**src/design/mprc_pkg.sv**
```systemverilog
// ----------------------------------------------------------------------------
// MED predictor residual coder package
// Shared sizes, register map, config and result types, and the median edge
// detector function.
// ----------------------------------------------------------------------------
`timescale 1ns / 1ps

package mprc_pkg;

  // Plane size limits
  localparam int MAX_WIDTH  = 2048;
  localparam int MAX_HEIGHT = 2048;

  localparam int COL_W  = $clog2(MAX_WIDTH);
  localparam int ROW_W  = $clog2(MAX_HEIGHT);
  localparam int SIZE_W = 12;
  localparam int CNT_W  = (COL_W > ROW_W) ? COL_W : ROW_W;
  localparam int CMP_W  = (SIZE_W > CNT_W + 1) ? SIZE_W : CNT_W + 1;

  localparam int PIX_W  = 8;
  localparam int DATA_W = 9;

  // Register file
  localparam int PADDR_W = 4;
  localparam int PDATA_W = 32;

  typedef enum logic [1:0] {
    REG_DIRECTION    = 2'd0,
    REG_PLANE_WIDTH  = 2'd1,
    REG_PLANE_HEIGHT = 2'd2,
    REG_UNUSED       = 2'd3
  } reg_idx_e;

  typedef enum logic {
    DIR_ENCODE = 1'b0,
    DIR_DECODE = 1'b1
  } dir_e;

  localparam logic [SIZE_W-1:0] RST_PLANE_WIDTH  = SIZE_W'(640);
  localparam logic [SIZE_W-1:0] RST_PLANE_HEIGHT = SIZE_W'(480);

  typedef struct packed {
    dir_e              direction;
    logic [SIZE_W-1:0] plane_width;
    logic [SIZE_W-1:0] plane_height;
  } cfg_t;

  typedef struct packed {
    logic signed [DATA_W-1:0] data_out;
    logic                     plane_end;
  } res_t;

  // Map a size register to the range 1..maxv
  function automatic logic [CMP_W-1:0] clamp_size(input logic [SIZE_W-1:0] v,
                                                 input logic [CMP_W-1:0]  maxv);
    logic [CMP_W-1:0] ext;
    ext = CMP_W'(v);
    if (v == '0) begin
      return CMP_W'(1);
    end
    if (ext > maxv) begin
      return maxv;
    end
    return ext;
  endfunction

  // Median edge detector: a = left, b = up, c = up-left
  function automatic logic [PIX_W-1:0] med_predict(input logic [PIX_W-1:0] a,
                                                  input logic [PIX_W-1:0] b,
                                                  input logic [PIX_W-1:0] c);
    logic [PIX_W-1:0] mx;
    logic [PIX_W-1:0] mn;
    mx = (a > b) ? a : b;
    mn = (a > b) ? b : a;
    if (c >= mx) begin
      return mn;
    end
    if (c <= mn) begin
      return mx;
    end
    return PIX_W'(a + b - c);
  endfunction

endpackage

```
**src/design/mprc_out_skid.sv**
```systemverilog
// ----------------------------------------------------------------------------
// MPRC output skid buffer
// Result register plus one skid entry so input flow survives output stall.
// ----------------------------------------------------------------------------
`timescale 1ns / 1ps

module mprc_out_skid (
  input  logic           clk_i,
  input  logic           rst_ni,
  input  logic           push_i,
  input  mprc_pkg::res_t res_i,
  output logic           full_o,
  output logic           out_valid_o,
  input  logic           out_stall_i,
  output mprc_pkg::res_t res_o
);

  import mprc_pkg::*;

  logic main_vld_q, skid_vld_q;
  res_t main_q, skid_q;
  logic main_free;

  assign main_free = !main_vld_q || !out_stall_i;
  assign full_o    = skid_vld_q;

  always_ff @(posedge clk_i or negedge rst_ni) begin
    if (!rst_ni) begin
      main_vld_q <= 1'b0;
      skid_vld_q <= 1'b0;
    end else if (main_free) begin
      main_vld_q <= skid_vld_q || push_i;
      skid_vld_q <= 1'b0;
    end else if (push_i) begin
      skid_vld_q <= 1'b1;
    end
  end

  always_ff @(posedge clk_i) begin
    if (main_free) begin
      main_q <= skid_vld_q ? skid_q : res_i;
    end else if (push_i) begin
      skid_q <= res_i;
    end
  end

  assign out_valid_o = main_vld_q;
  assign res_o       = main_q;

`ifndef NO_ASSERTIONS
  a_skid_needs_main : assert property (@(posedge clk_i) disable iff (!rst_ni)
    skid_vld_q |-> main_vld_q)
    else $error("skid entry held without result register");

  a_skid_fill_cause : assert property (@(posedge clk_i) disable iff (!rst_ni)
    $rose(skid_vld_q) |-> $past(main_vld_q && out_stall_i && push_i))
    else $error("skid entry filled while result register was free");

  a_no_push_full : assert property (@(posedge clk_i) disable iff (!rst_ni)
    skid_vld_q |-> !push_i)
    else $error("word pushed into full output buffer");
`endif

endmodule

```
**config.mk**
```make
export PLATFORM = sky130hd
export DESIGN_NAME = mprc_out_skid
export DESIGN_NICKNAME = d
export VERILOG_FILES = /design/src/design/mprc_pkg.sv /design/src/design/mprc_out_skid.sv
export SDC_FILE = /design/constraint.sdc
export NUM_CORES = 1
export LEC_CHECK = 0
export ABC_AREA = 1
export ABC_CLOCK_PERIOD_IN_PS = 3100
export BUFFER_PORTS_ARGS = -buffer_cell sky130_fd_sc_hd__buf_2
export CAP_MARGIN = 20
export CORE_MARGIN = 2
export CORE_UTILIZATION = 32
export CTS_CLUSTER_DIAMETER = 60
export DETAILED_ROUTE_END_ITERATION = 10
export SLEW_MARGIN = 20
export SYNTH_ARGS = -nofsm -noshare
export SYNTH_HDL_FRONTEND = slang
export SYNTH_SLANG_ARGS = --single-unit
```
**constraint.sdc**
```tcl
create_clock -name clk_i -period 3.1 [get_ports clk_i]
set_clock_uncertainty 0.2 [all_clocks]
set_input_delay 0.62 -clock clk_i [delete_from_list [all_inputs] [get_ports clk_i]]
set_output_delay 0.62 -clock clk_i [all_outputs]
set_load 0.02 [all_outputs]
```
==> results of run 1 <==
## logic make-up (layout without fill, tap and decap cells)
logic type             count (synthesis)  count (layout)  share of synthesized area [%]
buffers and inverters                  3              33                          2.343
flip-flops                            22              22                          81.25
AND/OR/NAND/NOR                       35              35                          16.41
## metal layers
layer	vias to the layer above	wire, µm	GRT usage, %
met1	235	518	12.63
met2	13	632	17.07
met4	0	7	5.000
met3	2	85	2.500
li1	258	-	-
met5	-	0	0
## repair_timing
action,CTS,global route
endpoints found under the hold margin,2,0
hold buffers,1,0
setup endpoints to repair,0,0
## through the flow
step	util, %	setup slack, ns
CTS	40.95	1.126
global placement	39.45	1.029
global route	40.95	1.040
floorplan	-	1.141
finish	40.95	1.151
detailed placement	39.45	0.9633
## sequential cells by signal (all words and copies together) (netlist names)
name and count:
skid_q 10, res_o 10, full_o 1, out_valid_o 1
## cell type report
| cell class | count | area (µm²) |
|---|---|---|
| Multi-Input combinational cell | 35 | 131.4 |
| Fill cell | 259 | 1436 |
| Inverter | 2 | 7.507 |
| Tap cell | 30 | 37.54 |
| Sequential cell | 22 | 650.6 |
| Timing Repair Buffer | 27 | 142.6 |
| Clock buffer | 4 | 26.28 |
## worst paths after layout
check | end | cells after the start | startpoint
setup / recovery | full_o | 1 | full_o$_DFFE_PN0P_
hold / removal | skid_q[1]$_DFFE_PP_ | 1 | res_i[1]
setup reg to reg | skid_q[9]$_DFFE_PP_ | 3 | out_valid_o$_DFFE_PN0P_
hold reg to reg | res_o[0]$_DFFE_PP_ | 2 | skid_q[0]$_DFFE_PP_
max in group asynchronous | out_valid_o$_DFFE_PN0P_ | 2 | rst_ni
min in group asynchronous | full_o$_DFFE_PN0P_ | 2 | rst_ni
## cells in the mapped netlist
cell type	n	share of area (%)
inv_2	1	0.47
inv_1	1	0.47
dfrtp_1	2	6.3
nor2_1	3	1.4
edfxtp_1	20	75
buf_6	1	1.4
nand2_1	32	15
## power breakdown
group / total, mW / switching (mW) / leakage [nW] / internal (mW)
registers: 0.358 / 0.00778 / 0.217 / 0.350
clock network: 0.127 / 0.0771 / 0.0150 / 0.0500
logic: 0.0714 / 0.0471 / 0.214 / 0.0243
==> results.sh, run 1 <==
export IMPL_status="finished, final reports clean"
export IMPL_crit_fanout=13
export IMPL_finalInstanceArea_um2=996.0
export IMPL_cpMaxStageDelayCell="dfrtp_1"
export IMPL_synth_distinct_cells=7
export IMPL_hold_viol_final=0
export IMPL_cts_tree="yes"
export IMPL_die_area_um2=2919
export IMPL_layout_commonest_cell="nand2_1"
export IMPL_hold_class="input pin to register"
export IMPL_wl_um=1244
export IMPL_core_area_um2=2432
export IMPL_worstSetupEndpointType="primary output"
export IMPL_place_congestion=0.6821
export IMPL_rrSetupSlack_ns=1.34
export IMPL_path_cells="buf_2"
export IMPL_worst_path_buf_inv=1
export IMPL_syn2layout_area_growth_pct=24.37
export IMPL_cts_made_buffers=3
export IMPL_firstDrtPassIters=4
export IMPL_rows=18
export IMPL_rsz0062_at_grt="no"
export IMPL_yosysWarnings=0
export IMPL_track_usage_pct=10.34
export IMPL_via_per_inst=4.233
export IMPL_drive_gt1_share_pct=33.33
export IMPL_required_ns=2.28
export IMPL_ant_nets=0
export IMPL_synth_seq_cells=22
export IMPL_die_height_um=54.03
export IMPL_root_buffer="clkbuf_4"
export IMPL_finalCriticalPeriod_ns=1.949
export IMPL_startpoint_type="register"
export IMPL_finalPower_uw=556.3
export IMPL_clockBufferDepth=2
export IMPL_wire_per_inst_um=10.37
export IMPL_antenna_found_initial=0
export IMPL_grt_pass1_wl_um=2063
export IMPL_grt_pass1_vias=456
export IMPL_maxCapViolations=0
export IMPL_post_cts_setup_buffers=0
export IMPL_nNetsFinal=105
export IMPL_antenna_cells=0
export IMPL_fin_setup_tns_ns=0
export IMPL_initial_core_util_pct=32.92
export IMPL_slew_headroom_pct=64.75
export IMPL_slew_violations=0
export IMPL_cp_top_family="flip-flops"
export IMPL_seq_area_frac_synth_pct=81.25
export IMPL_post_dp_cell_area_um2=959.7
export IMPL_fmax_mhz=513.0
export IMPL_power_density_nw_per_um2=558.6
export IMPL_final_cell_mix="nand2_1 (32), buf_2 (25), edfxtp_1 (20)"
export IMPL_syn_area_um2=800.8
export IMPL_max_stage_delay_ns=0.60
export IMPL_vdd_drop_max_v=0.0002737
export IMPL_cts_repair_resized=0
export IMPL_drt_iter0_drc=7
export IMPL_drc=0
export IMPL_whs_ns=0.3076
export IMPL_tightest_slew_ns=0.5275
export IMPL_htree_levels=1
export IMPL_io_buffers=25
export IMPL_postSynthAreaPerCell_um2=13.35
export IMPL_fin_cells=120
export IMPL_cts_sinks=22
export IMPL_grt_max_degree=14
export IMPL_syn_num_nets=74
export IMPL_insertion_delay_ns=0.29
export IMPL_period_share_pct=62.88
export IMPL_crit_type="register to primary output"
export IMPL_clk_pin_slew_ns=0.11
export IMPL_die_w_um=54.03
export IMPL_finalSetupViolations=0
export IMPL_synthCells=60
export IMPL_gr_total_overflow=0
export IMPL_num_io_pins=26
export IMPL_route_vias_total=508
export IMPL_p_leak_nw=0.4462
export IMPL_arrival_ns=1.13
export IMPL_dp_cells=115
No activity file was read; power rests on OpenSTA's default activity.
==> run 2: changes to the inputs <==
--- a/config.mk
+++ b/config.mk
@@ -6,7 +6,7 @@
 export NUM_CORES = 1
 export LEC_CHECK = 0
 export ABC_AREA = 1
-export ABC_CLOCK_PERIOD_IN_PS = 3100
+export ABC_CLOCK_PERIOD_IN_PS = 1900
 export BUFFER_PORTS_ARGS = -buffer_cell sky130_fd_sc_hd__buf_2
 export CAP_MARGIN = 20
 export CORE_MARGIN = 2
==> constraint.sdc (replaced) <==
create_clock -name clk_i -period 1.9 [get_ports clk_i]
set_clock_uncertainty 0.2 [all_clocks]
set_input_delay 0.38 -clock clk_i [delete_from_list [all_inputs] [get_ports clk_i]]
set_output_delay 0.38 -clock clk_i [all_outputs]
set_load 0.02 [all_outputs]
==> results.sh, run 2 (synthesized netlist as in run 1, its figures left out) <==
export IMPL_grt_pass1_vias=496
export IMPL_final_cell_mix="nand2_1 (32), buf_2 (25), edfxtp_1 (20)"
export IMPL_layout_commonest_cell="nand2_1"
export IMPL_hold_viol_final=0
export IMPL_drt_iter0_drc=9
export IMPL_crit_type="register to primary output"
export IMPL_finalPower_uw=926.3
export IMPL_via_per_inst=4.281
export IMPL_die_area_um2=2919
export IMPL_antenna_found_initial=0
export IMPL_initial_core_util_pct=32.92
export IMPL_die_w_um=54.03
export IMPL_status="finished, final reports clean"
export IMPL_p_leak_nw=0.4509
export IMPL_cts_made_buffers=3
export IMPL_rsz0062_at_grt="no"
export IMPL_finalSetupViolations=0
export IMPL_cts_repair_resized=0
export IMPL_required_ns=1.32
export IMPL_slew_violations=0
export IMPL_firstDrtPassIters=3
export IMPL_io_buffers=25
export IMPL_track_usage_pct=11.10
export IMPL_htree_levels=1
export IMPL_seqCellArea_um2=650.6
export IMPL_path_cells="buf_2"
export IMPL_num_io_pins=26
export IMPL_finalInstanceArea_um2=1003
export IMPL_cpMaxStageDelayCell="dfrtp_1"
export IMPL_tightest_slew_ns=0.4200
export IMPL_die_height_um=54.03
export IMPL_clk_pin_slew_ns=0.12
export IMPL_post_dp_cell_area_um2=967.2
export IMPL_finalCriticalPeriod_ns=1.744
export IMPL_worstSetupEndpointType="primary output"
export IMPL_final_util_pct=41.26
export IMPL_slew_headroom_pct=72.00
export IMPL_startpoint_type="register"
export IMPL_maxCapViolations=0
export IMPL_rows=18
export IMPL_arrival_ns=1.16
export IMPL_wire_per_inst_um=11.48
export IMPL_drc=0
export IMPL_max_stage_delay_ns=0.62
export IMPL_grt_max_degree=14
export IMPL_crit_fanout=13
export IMPL_nNetsFinal=106
export IMPL_route_vias_total=518
export IMPL_cts_sinks=22
export IMPL_multiInputGateArea_um2=131.4
export IMPL_wl_um=1389
export IMPL_antenna_cells=0
export IMPL_root_buffer="clkbuf_4"
export IMPL_period_share_pct=91.81
export IMPL_ant_nets=0
export IMPL_core_area_um2=2432
export IMPL_gr_total_overflow=0
export IMPL_worst_path_buf_inv=1
export IMPL_cts_tree="yes"
export IMPL_drive_gt1_share_pct=34.07
export IMPL_vdd_drop_max_v=0.0004418
export IMPL_whs_ns=0.05284
export IMPL_fmax_mhz=573.2
export IMPL_grt_pass1_wl_um=2194
export IMPL_insertion_delay_ns=0.31
export IMPL_hold_class="input pin to register"
export IMPL_clockBufferDepth=2
export IMPL_power_density_nw_per_um2=923.2
export IMPL_cp_top_family="flip-flops"
export IMPL_syn2layout_area_growth_pct=25.31
export IMPL_place_congestion=0.6892
export IMPL_num_fill_cells=245
export IMPL_fin_setup_tns_ns=0
## run 2: cell count changes in the layout (fill, tap and decap cells not counted), sizes merged
cell,previous run,this run
buf,26,27
## run 2: worst paths after layout
check / start / depth (start not counted) / end / slack, ns
worst max-delay path: full_o$_DFFE_PN0P_ / 1 / full_o / 0.16
worst min-delay path: res_i[5] / 1 / skid_q[5]$_DFFE_PP_ / 0.05
worst max register to register: out_valid_o$_DFFE_PN0P_ / 3 / skid_q[9]$_DFFE_PP_ / 0.51
worst min register to register: skid_q[0]$_DFFE_PP_ / 2 / res_o[0]$_DFFE_PP_ / 0.34
max in group asynchronous: rst_ni / 2 / out_valid_o$_DFFE_PN0P_ / 1.23
min in group asynchronous: rst_ni / 2 / full_o$_DFFE_PN0P_ / 0.17
## run 2: layout make-up
class                      instances  share of cell area, %
sequential                        22                  64.84
timing repair buffer              28                  14.96
multi-input combinational         35                  13.09
tap                               30                  3.741
clock buffer                       4                  2.618
inverter                           2                 0.7481
## run 2: where the power goes
group	total (mW)	switching (mW)	internal (mW)	leakage, nW
sequential	0.584	0.0132	0.571	0.217
combinational	0.120	0.0784	0.0418	0.219
clock	0.222	0.140	0.0819	0.0150
## run 2: worst register-to-register path, cell delays in order, from the launching register on
cell and delay [ns]:
dfrtp_1 0.35, nand2_1 0.07, nor2_1 0.26, buf_4 0.23
## run 2: stage by stage
step | cells | setup WS (ns)
floorplan | 60 | 0.06765
global placement | 116 | 0.4333
detailed placement | 116 | 0.3788
CTS | 121 | 0.1318
global route | 121 | 0.05988
finish | 121 | 0.1555
## run 2: what timing repair did
action | 4_1_cts | 5_1_grt
endpoints found under the hold margin | 2 | 0
hold buffers | 1 | 0
endpoints found under the setup margin | 0 | 0
setup buffers | 0 | 0
## run 2: layer usage
layer	GRT usage, %	vias up	part of all wire (%)	wire length (µm)
li1	-	259	-	-
met1	13.85	242	42	584
met2	17.68	15	52	725
met3	2.500	2	4.5	63
met4	6.250	0	1.1	15
met5	0	-	0	0
