File: src/design/mprc_pkg.sv
// ----------------------------------------------------------------------------
// MED predictor residual coder package
// Shared sizes, register map, config and result types, and the median edge
// detector function.
// ----------------------------------------------------------------------------
`timescale 1ns / 1ps

package mprc_pkg;

  // Plane size limits
  localparam int MAX_WIDTH  = 2048;
  localparam int MAX_HEIGHT = 2048;

  localparam int COL_W  = $clog2(MAX_WIDTH);
  localparam int ROW_W  = $clog2(MAX_HEIGHT);
  localparam int SIZE_W = 12;
  localparam int CNT_W  = (COL_W > ROW_W) ? COL_W : ROW_W;
  localparam int CMP_W  = (SIZE_W > CNT_W + 1) ? SIZE_W : CNT_W + 1;

  localparam int PIX_W  = 8;
  localparam int DATA_W = 9;

  // Register file
  localparam int PADDR_W = 4;
  localparam int PDATA_W = 32;

  typedef enum logic [1:0] {
    REG_DIRECTION    = 2'd0,
    REG_PLANE_WIDTH  = 2'd1,
    REG_PLANE_HEIGHT = 2'd2,
    REG_UNUSED       = 2'd3
  } reg_idx_e;

  typedef enum logic {
    DIR_ENCODE = 1'b0,
    DIR_DECODE = 1'b1
  } dir_e;

  localparam logic [SIZE_W-1:0] RST_PLANE_WIDTH  = SIZE_W'(640);
  localparam logic [SIZE_W-1:0] RST_PLANE_HEIGHT = SIZE_W'(480);

  typedef struct packed {
    dir_e              direction;
    logic [SIZE_W-1:0] plane_width;
    logic [SIZE_W-1:0] plane_height;
  } cfg_t;

  typedef struct packed {
    logic signed [DATA_W-1:0] data_out;
    logic                     plane_end;
  } res_t;

  // Map a size register to the range 1..maxv
  function automatic logic [CMP_W-1:0] clamp_size(input logic [SIZE_W-1:0] v,
                                                 input logic [CMP_W-1:0]  maxv);
    logic [CMP_W-1:0] ext;
    ext = CMP_W'(v);
    if (v == '0) begin
      return CMP_W'(1);
    end
    if (ext > maxv) begin
      return maxv;
    end
    return ext;
  endfunction

  // Median edge detector: a = left, b = up, c = up-left
  function automatic logic [PIX_W-1:0] med_predict(input logic [PIX_W-1:0] a,
                                                  input logic [PIX_W-1:0] b,
                                                  input logic [PIX_W-1:0] c);
    logic [PIX_W-1:0] mx;
    logic [PIX_W-1:0] mn;
    mx = (a > b) ? a : b;
    mn = (a > b) ? b : a;
    if (c >= mx) begin
      return mn;
    end
    if (c <= mn) begin
      return mx;
    end
    return PIX_W'(a + b - c);
  endfunction

endpackage

File: src/design/mprc_cfg_regs.sv
// ----------------------------------------------------------------------------
// MPRC configuration registers
// APB-style register file for direction and plane size.
// ----------------------------------------------------------------------------
`timescale 1ns / 1ps

module mprc_cfg_regs (
  input  logic                           clk_i,
  input  logic                           rst_ni,
  input  logic                           psel,
  input  logic                           penable,
  input  logic                           pwrite,
  input  logic [mprc_pkg::PADDR_W-1:0]   paddr,
  input  logic [mprc_pkg::PDATA_W-1:0]   pwdata,
  output logic [mprc_pkg::PDATA_W-1:0]   prdata,
  output logic                           pready,
  output mprc_pkg::cfg_t                 cfg_o
);

  import mprc_pkg::*;

  cfg_t     cfg_q;
  reg_idx_e idx;
  logic     wr_en;

  assign pready = 1'b1;
  assign idx    = reg_idx_e'(paddr[PADDR_W-1:2]);
  assign wr_en  = psel && penable && pwrite && pready;

  always_ff @(posedge clk_i or negedge rst_ni) begin
    if (!rst_ni) begin
      cfg_q.direction    <= DIR_ENCODE;
      cfg_q.plane_width  <= RST_PLANE_WIDTH;
      cfg_q.plane_height <= RST_PLANE_HEIGHT;
    end else if (wr_en) begin
      unique case (idx)
        REG_DIRECTION:    cfg_q.direction    <= dir_e'(pwdata[0]);
        REG_PLANE_WIDTH:  cfg_q.plane_width  <= pwdata[SIZE_W-1:0];
        REG_PLANE_HEIGHT: cfg_q.plane_height <= pwdata[SIZE_W-1:0];
        default: ;
      endcase
    end
  end

  always_comb begin
    unique case (idx)
      REG_DIRECTION:    prdata = PDATA_W'(cfg_q.direction);
      REG_PLANE_WIDTH:  prdata = PDATA_W'(cfg_q.plane_width);
      REG_PLANE_HEIGHT: prdata = PDATA_W'(cfg_q.plane_height);
      default:          prdata = '0;
    endcase
  end

  assign cfg_o = cfg_q;

endmodule

File: config.mk
export PLATFORM = sky130hd
export DESIGN_NAME = mprc_cfg_regs
export DESIGN_NICKNAME = d
export VERILOG_FILES = /design/src/design/mprc_pkg.sv /design/src/design/mprc_cfg_regs.sv
export SDC_FILE = /design/constraint.sdc
export NUM_CORES = 1
export LEC_CHECK = 0
export ABC_CLOCK_PERIOD_IN_PS = 1200
export BUFFER_PORTS_ARGS = -buffer_cell sky130_fd_sc_hd__clkbuf_2
export CAP_MARGIN = 20
export CORE_MARGIN = 5
export CORE_UTILIZATION = 42
export CTS_CLUSTER_DIAMETER = 100
export CTS_CLUSTER_SIZE = 10
export DETAILED_ROUTE_END_ITERATION = 8
export PLACE_DENSITY_LB_ADDON = 0.2
export SETUP_SLACK_MARGIN = 0.5
export SYNTH_ARGS = -nofsm -noshare
export SYNTH_HDL_FRONTEND = slang
export SYNTH_SLANG_ARGS = --single-unit
File: constraint.sdc
create_clock -name clk_i -period 1.2 [get_ports clk_i]
set_input_delay 0 -clock clk_i [delete_from_list [all_inputs] [get_ports clk_i]]
set_output_delay 0 -clock clk_i [all_outputs]
set_load 0.005 [all_outputs]
==> results of run 1 <==
[cells by family after synthesis]
logic type | share of synthesized area (%)
multiplexers | 22.5
AO/OA/AOI/OAI | 7.83
flip-flops | 48.9
AND/OR/NAND/NOR | 5.42
other | 0.580
buffers and inverters | 14.7
[worst max-delay path, stage by stage, from the launching register on]
cell and delay (ns):
dfstp_2 0.57, a22o_1 0.14, clkbuf_2 0.11
[synthesized netlist by cell type]
cell type,number
mux2_1,10
nand3_2,1
buf_6,2
mux2_2,15
and2b_1,1
conb_1,2
dfrtp_1,19
dfstp_2,6
nor2b_1,1
o21ai_0,1
nor3_1,1
buf_2,2
nand2_1,1
buf_4,21
nor3b_4,2
mux2i_1,1
a22o_1,11
[power by group through the flow]
stage,logic (W),registers [W],clock network (W)
floorplan,0.000359,0.00124,0
global placement,0.000682,0.00124,0
detailed placement,0.000694,0.00125,0
CTS,0.00108,0.00122,0.000399
global route,0.00131,0.00124,0.000449
finish,0.00122,0.00122,0.000392
[through the flow]
| step | hold slack [ns] | instances | utilization, % | setup slack [ns] |
|---|---|---|---|---|
| global route | 0.111 | 224 | 68.1 | 0.00256 |
| finish | 0.118 | 224 | 68.1 | 0.0632 |
| global placement | 0.0332 | 187 | 53.0 | 0.0176 |
| CTS | 0.102 | 221 | 65.4 | 0.0660 |
| detailed placement | 0.0490 | 187 | 53.0 | 0.0202 |
| floorplan | -0.296 | 116 | - | 0.277 |
[per-layer routing]
metal,vias up,part of all wire (%),GRT usage [%]
li1,487,-,-
met1,502,39,17.2
met2,53,53,31.1
met3,7,6.2,3.08
met4,0,2.0,6.48
met5,-,0,0
[cell type report]
class,instances,area [um^2]
clock buffers,3,22.5
repair buffers,96,723
multi-input cells,66,619
fillers,225,958
flip-flops and latches,25,633
well taps,33,41.3
clock inverters,1,5.00
[timing repair]
item / 4_1_cts / 5_1_grt
hold buffers: 13 / 0
endpoints found under the hold margin: 44 / 0
pin swaps: 3 / 3
cloned: 0 / 0
buffers inserted: 17 / 3
resized for setup: 24 / 14
endpoints found under the setup margin: 62 / 83
[worst paths after layout]
| kind | start | end | cells past startpoint |
|---|---|---|---|
| max | cfg_o[8] | prdata[8] | 2 |
| min | paddr[3] | cfg_o[24] | 3 |
| max reg2reg | cfg_o[10] | cfg_o[10] | 2 |
| min reg2reg | cfg_o[24] | cfg_o[24] | 1 |
| max in group asynchronous | rst_ni | cfg_o[8] | 2 |
| min in group asynchronous | rst_ni | cfg_o[17] | 2 |
==> flow_summary.json, run 1 <==
{
  "grt_setup_unrepaired": "true",
  "post-route-period-util_pct": 94.7,
  "grt_first_pass_wirelength_um": 5280,
  "initial_antenna_violation_count": 0,
  "endpoint_kind": "output port",
  "number_of_endpoints_failing_setup_at_the_final_stage": 0,
  "drive_above_1_share_pct": 63.9,
  "cellLeakagePower_nw": 1.07,
  "detail_route.wl_per_cell_um": 15.3,
  "io-pin-count": 99,
  "swShare_pct": 28.6,
  "cts.htree.levels": 1,
  "cts_tree": "built",
  "vdd.ir_drop.worst_mv": 0.776,
  "mostFrequentLayoutCell": "clkbuf_2",
  "synth_largest_area_cell": "dfrtp_1",
  "syn_inst": 97,
  "synthesis.area_per_instance_um2": 13.3,
  "grt_max_degree": 26,
  "cts.sink_count": 25,
  "post_synth_main_area_contributors": "dfrtp_1 37%, mux2_2 13%, dfstp_2 12%",
  "num_vias": 1049,
  "clk_pin_slew_worst_paths_ns": 0.13,
  "area_of_all_placed_cells_without_fillers_um2": 2040,
  "fin_hold_viols": 0,
  "critPathLaunchType": "register",
  "ys_ff_latch": 25,
  "syn_to_final_growth_pct": 58.0,
  "clock_tree.root_cell": "clkbuf_4",
  "worst_clock_skew_ns": 0,
  "post_dp_cell_area_um2": 1590,
  "power.combinational.fraction_pct": 43.0,
  "first_global_vias": 1135,
  "maxSlewViolCount": 0,
  "clock.fmax_mhz": 880,
  "die_area_um2": 4290,
  "clock_latency_ns": 0.32,
  "cts.path.max_buffers": 2,
  "tritoncts_buffer_count": 3,
  "die_height_um": 65.5,
  "grt_usage_pct": 16.2,
  "synth_top_cell_area_share_pct": 36.8,
  "timing.reg2reg.setup_slack_ns": 0.29,
  "placement_rows": 20,
  "portBuffers": 55,
  "die_w_um": 65.5,
  "synth.yosys.warnings": 0,
  "insertedDiodeCount": 0,
  "drt_pass1_iterations": 4,
  "critical_path_required_time_ns": 1.20,
  "max_cap_violations": 0,
  "routed_wl_um": 3440,
  "place.gp.congestion": 0.853,
  "crit_arrival_ns": 1.14,
  "power_report.internal_total_w": 0.00202,
  "mostFrequentLayoutCells": "45 x clkbuf_2, 24 x buf_6, 21 x conb_1",
  "total_switching_power_w": 0.000810,
  "largest_register_ffs": 25,
  "seqPwrFrac_pct": 43.2,
  "worst_slew_margin_rel_pct": 62.3,
  "vias_cell": 4.68,
  "synthDistinctLibCells": 17,
  "fin_tns_setup_ns": 0,
  "remaining_routing_drc_violations": 0,
  "core-area_um2": 3000,
  "antenna_left": 0,
  "outcome": "complete, no violations",
  "netlist_area_um2": 1290,
  "worst_hold_path_type": "input pin to register",
  "worstMarginPinSlew_ns": 0.565,
  "power_density_nw_per_um2": 1390,
  "gr-total-overflow": 0,
  "path_max_fanout": 2,
  "p_total_w": 0.00283,
  "drt_iter0_drc": 30,
  "synth.yosys.seq_area_share_pct": 48.9,
  "dpl.hpwl_um": 2300,
  "setup.worst_path.class": "register to output port",
  "finalNetCount": 233,
  "initial_utilization_pct": 43.1,
  "period_needed_ns": 1.14,
  "clkPwrFrac_pct": 13.8
}
Note: power is estimated with default switching activity, not from simulation.
==> run 2: changes to the inputs <==
- ABC_AREA: unset -> 1
- ABC_CLOCK_PERIOD_IN_PS: 1200 -> 1050
- CORE_UTILIZATION: 42 -> 41
- MAX_ROUTING_LAYER: unset -> met4
- clock period: 1.2 -> 1.05 ns (I/O delays scaled with it)
==> run 2 against run 1 <==
Effect of this change: worst setup slack got worse by 0.13 ns; total power rose by 1.6%; critical path type unchanged; sequential share of layout area barely moved; via count rose by 27%; routed wire length rose by 4.5%; flip-flop and latch count did not move; first-iteration DRC count rose by 53%; synthesized cell count rose by 88%; the run now ends with negative hold slack, negative setup slack left; utilization fell by 6.4 points; critical path depth rose by 1; non-clock buffer count fell by 6.
==> flow_summary.json, run 2 <==
{
  "outcome": "complete, but fails checks",
  "failed_checks": "negative hold slack, negative setup slack",
  "drive_above_1_share_pct": 42.9,
  "grt_first_pass_wirelength_um": 5350,
  "io-pin-count": 99,
  "initial_utilization_pct": 42.0,
  "portBuffers": 55,
  "fin_hold_viols": 3,
  "endpoint_kind": "output port",
  "synth_largest_area_cell": "dfrtp_1",
  "fin_tns_setup_ns": -0.303,
  "ys_ff_latch": 25,
  "initial_antenna_violation_count": 0,
  "post-route-period-util_pct": 106,
  "critical_path_required_time_ns": 1.05,
  "cts.sink_count": 25,
  "mostFrequentLayoutCell": "nand2_1",
  "maxSlewViolCount": 0,
  "power_density_nw_per_um2": 1410,
  "synthMostInstantiatedCell": "nand2_1",
  "clock_latency_ns": 0.32,
  "tritoncts_buffer_count": 3,
  "remaining_routing_drc_violations": 0,
  "synthDistinctLibCells": 14,
  "crit_path_frequent_cell": "nand2_1",
  "post_synth_xor_area_fraction_pct": 0,
  "synth-async-reset-ratio_pct": 100,
  "cts_hold_buf": 12,
  "crit_arrival_ns": 1.12,
  "synth_top_family_by_area": "simple AND/OR/NAND/NOR gates",
  "cellLeakagePower_nw": 1.23,
  "drt_pass1_iterations": 4,
  "mostFrequentLayoutCells": "95 x nand2_1, 38 x clkbuf_2, 21 x conb_1, 21 x buf_6, 19 x dfrtp_1",
  "grt_setup_unrepaired": "true",
  "antenna_left": 0,
  "finish.cell_count_without_fillers": 314,
  "first_global_vias": 1154,
  "clk_pin_slew_worst_paths_ns": 0.14,
  "post_synth_main_area_contributors": "dfrtp_1 34%, nand2_1 30%, buf_4 12%",
  "synth.yosys.seq_area_share_pct": 45.6,
  "synth-edff-count": 0,
  "grt_usage_pct": 15.9,
  "die_height_um": 68.2,
  "synthAdderAreaFrac_pct": 0,
  "cts.path.max_buffers": 2,
  "crit_family": "flip-flops",
  "synth.yosys.warnings": 0,
  "largest_register_ffs": 25,
  "synthTopCellsByCount": "110 x nand2_1, 23 x buf_4, 19 x dfrtp_1, 6 x dfstp_2",
  "worst_clock_skew_ns": 0,
  "crit_path_cell_trace": "nand2_1 -> nand2_1 -> clkbuf_2",
  "path_max_fanout": 3,
  "number_of_endpoints_failing_setup_at_the_final_stage": 6,
  "cts_tree": "built",
  "setup.worst_path.class": "register to output port",
  "syn_to_final_growth_pct": 47.0,
  "timing.critical_path.buf_inv": 1,
  "die_area_um2": 4650,
  "synth_compound_area_share_pct": 0,
  "clock.fmax_mhz": 897,
  "core-area_um2": 3310,
  "final_core_util_pct": 61.7,
  "placed_cells_incl_taps": 281,
  "fin_hold_ws_ns": -0.0919,
  "worst_hold_path_type": "input pin to register",
  "cts.htree.levels": 1,
  "yosys.area_share.simple_pct": 36.8,
  "vias_cell": 4.23,
  "timing.critical_path.slowest_cell_delay_ns": 0.57,
  "fin_ws_ns": -0.0653,
  "finalNetCount": 310,
  "max_cap_violations": 0,
  "synth_top_cell_area_share_pct": 34.2,
  "insertedDiodeCount": 0,
  "gr-total-overflow": 0,
  "post_dp_cell_area_um2": 1630,
  "grt_max_degree": 26,
  "period_needed_ns": 1.12,
  "syn_inst": 182,
  "area_of_all_placed_cells_without_fillers_um2": 2040,
  "dpl.hpwl_um": 2420,
  "vdd.ir_drop.worst_mv": 0.625,
  "drt_iter0_drc": 46,
  "critPathLaunchType": "register",
  "netlist_area_um2": 1390,
  "synthesis.area_per_instance_um2": 7.63,
  "clock_tree.root_cell": "clkbuf_4",
  "placement_rows": 21,
  "routed_wl_um": 3590,
  "place.gp.congestion": 0.749,
  "detail_route.wl_per_cell_um": 11.4,
  "synthMuxAreaShare_pct": 0,
  "num_vias": 1328,
  "synth_ff_type": "dfrtp_1",
  "critPathSlowestCell": "dfstp_2",
  "die_w_um": 68.2
}
-- run 2: area by class of cell --
class                      count  area, um^2
fill                         329        1270
timing repair buffer          90         662
multi-input combinational    144         643
sequential                    25         633
tap                           46        57.6
clock buffer                   3        22.5
inverter                       5        18.8
clock inverter                 1        5.00
-- run 2: report_power, final --
part / total [W] / switching (W) / internal [W]
Combinational: 0.00107 / 0.000439 / 0.000628
Sequential: 0.00137 / 0.000174 / 0.00119
Clock: 0.000441 / 0.000298 / 0.000143
Total: 0.00288 / 0.000911 / 0.00196
-- run 2: repair_timing --
action,in CTS,in global routing
setup endpoints to repair,62,62
cloned,0,0
setup buffers,7,10
resized for setup,9,41
pin swaps,13,12
endpoints found under the hold margin,50,3
-- run 2: worst paths after layout --
| check | start | end | slack [ns] | depth (start not counted) |
|---|---|---|---|---|
| worst max-delay path | cfg_o[7] | prdata[7] | -0.07 | 3 |
| worst min-delay path | pwdata[0] | cfg_o[12] | -0.09 | 3 |
| worst max register to register | cfg_o[0] | cfg_o[0] | 0.19 | 4 |
| worst min register to register | cfg_o[19] | cfg_o[19] | 0.48 | 2 |
| max in group asynchronous | rst_ni | cfg_o[7] | 0.58 | 3 |
| min in group asynchronous | rst_ni | cfg_o[9] | 0.17 | 3 |
-- run 2: routing by layer --
layer  global-route usage (%)  vias to the layer above  routed length [um]
met5                        -                        -                   0
met4                     5.96                        0                  46
met3                     1.97                        5                 217
met2                     26.8                       47                1770
met1                     19.4                      605                1560
li1                         -                      671                   -
-- run 2: cells by family after synthesis --
| kind of cell | Yosys count |
|---|---|
| DFF | 25 |
| other | 2 |
| and+or+nand+nor | 123 |
| buffers and inverters | 32 |
-- run 2: worst register-to-register path, cell delays in order, from the launching register on --
cell and delay [ns]:
dfrtp_1 0.45, buf_6 0.13, buf_6 0.10, nand2_2 0.04, nand2_1 0.05
-- run 2: stage by stage --
step	power, W	worst slack [ns]
floorplan	0.00169	0.378
global placement	0.00201	0.228
detailed placement	0.00203	0.203
CTS	0.00263	-0.0847
global route	0.00309	-0.137
finish	0.00288	-0.0653
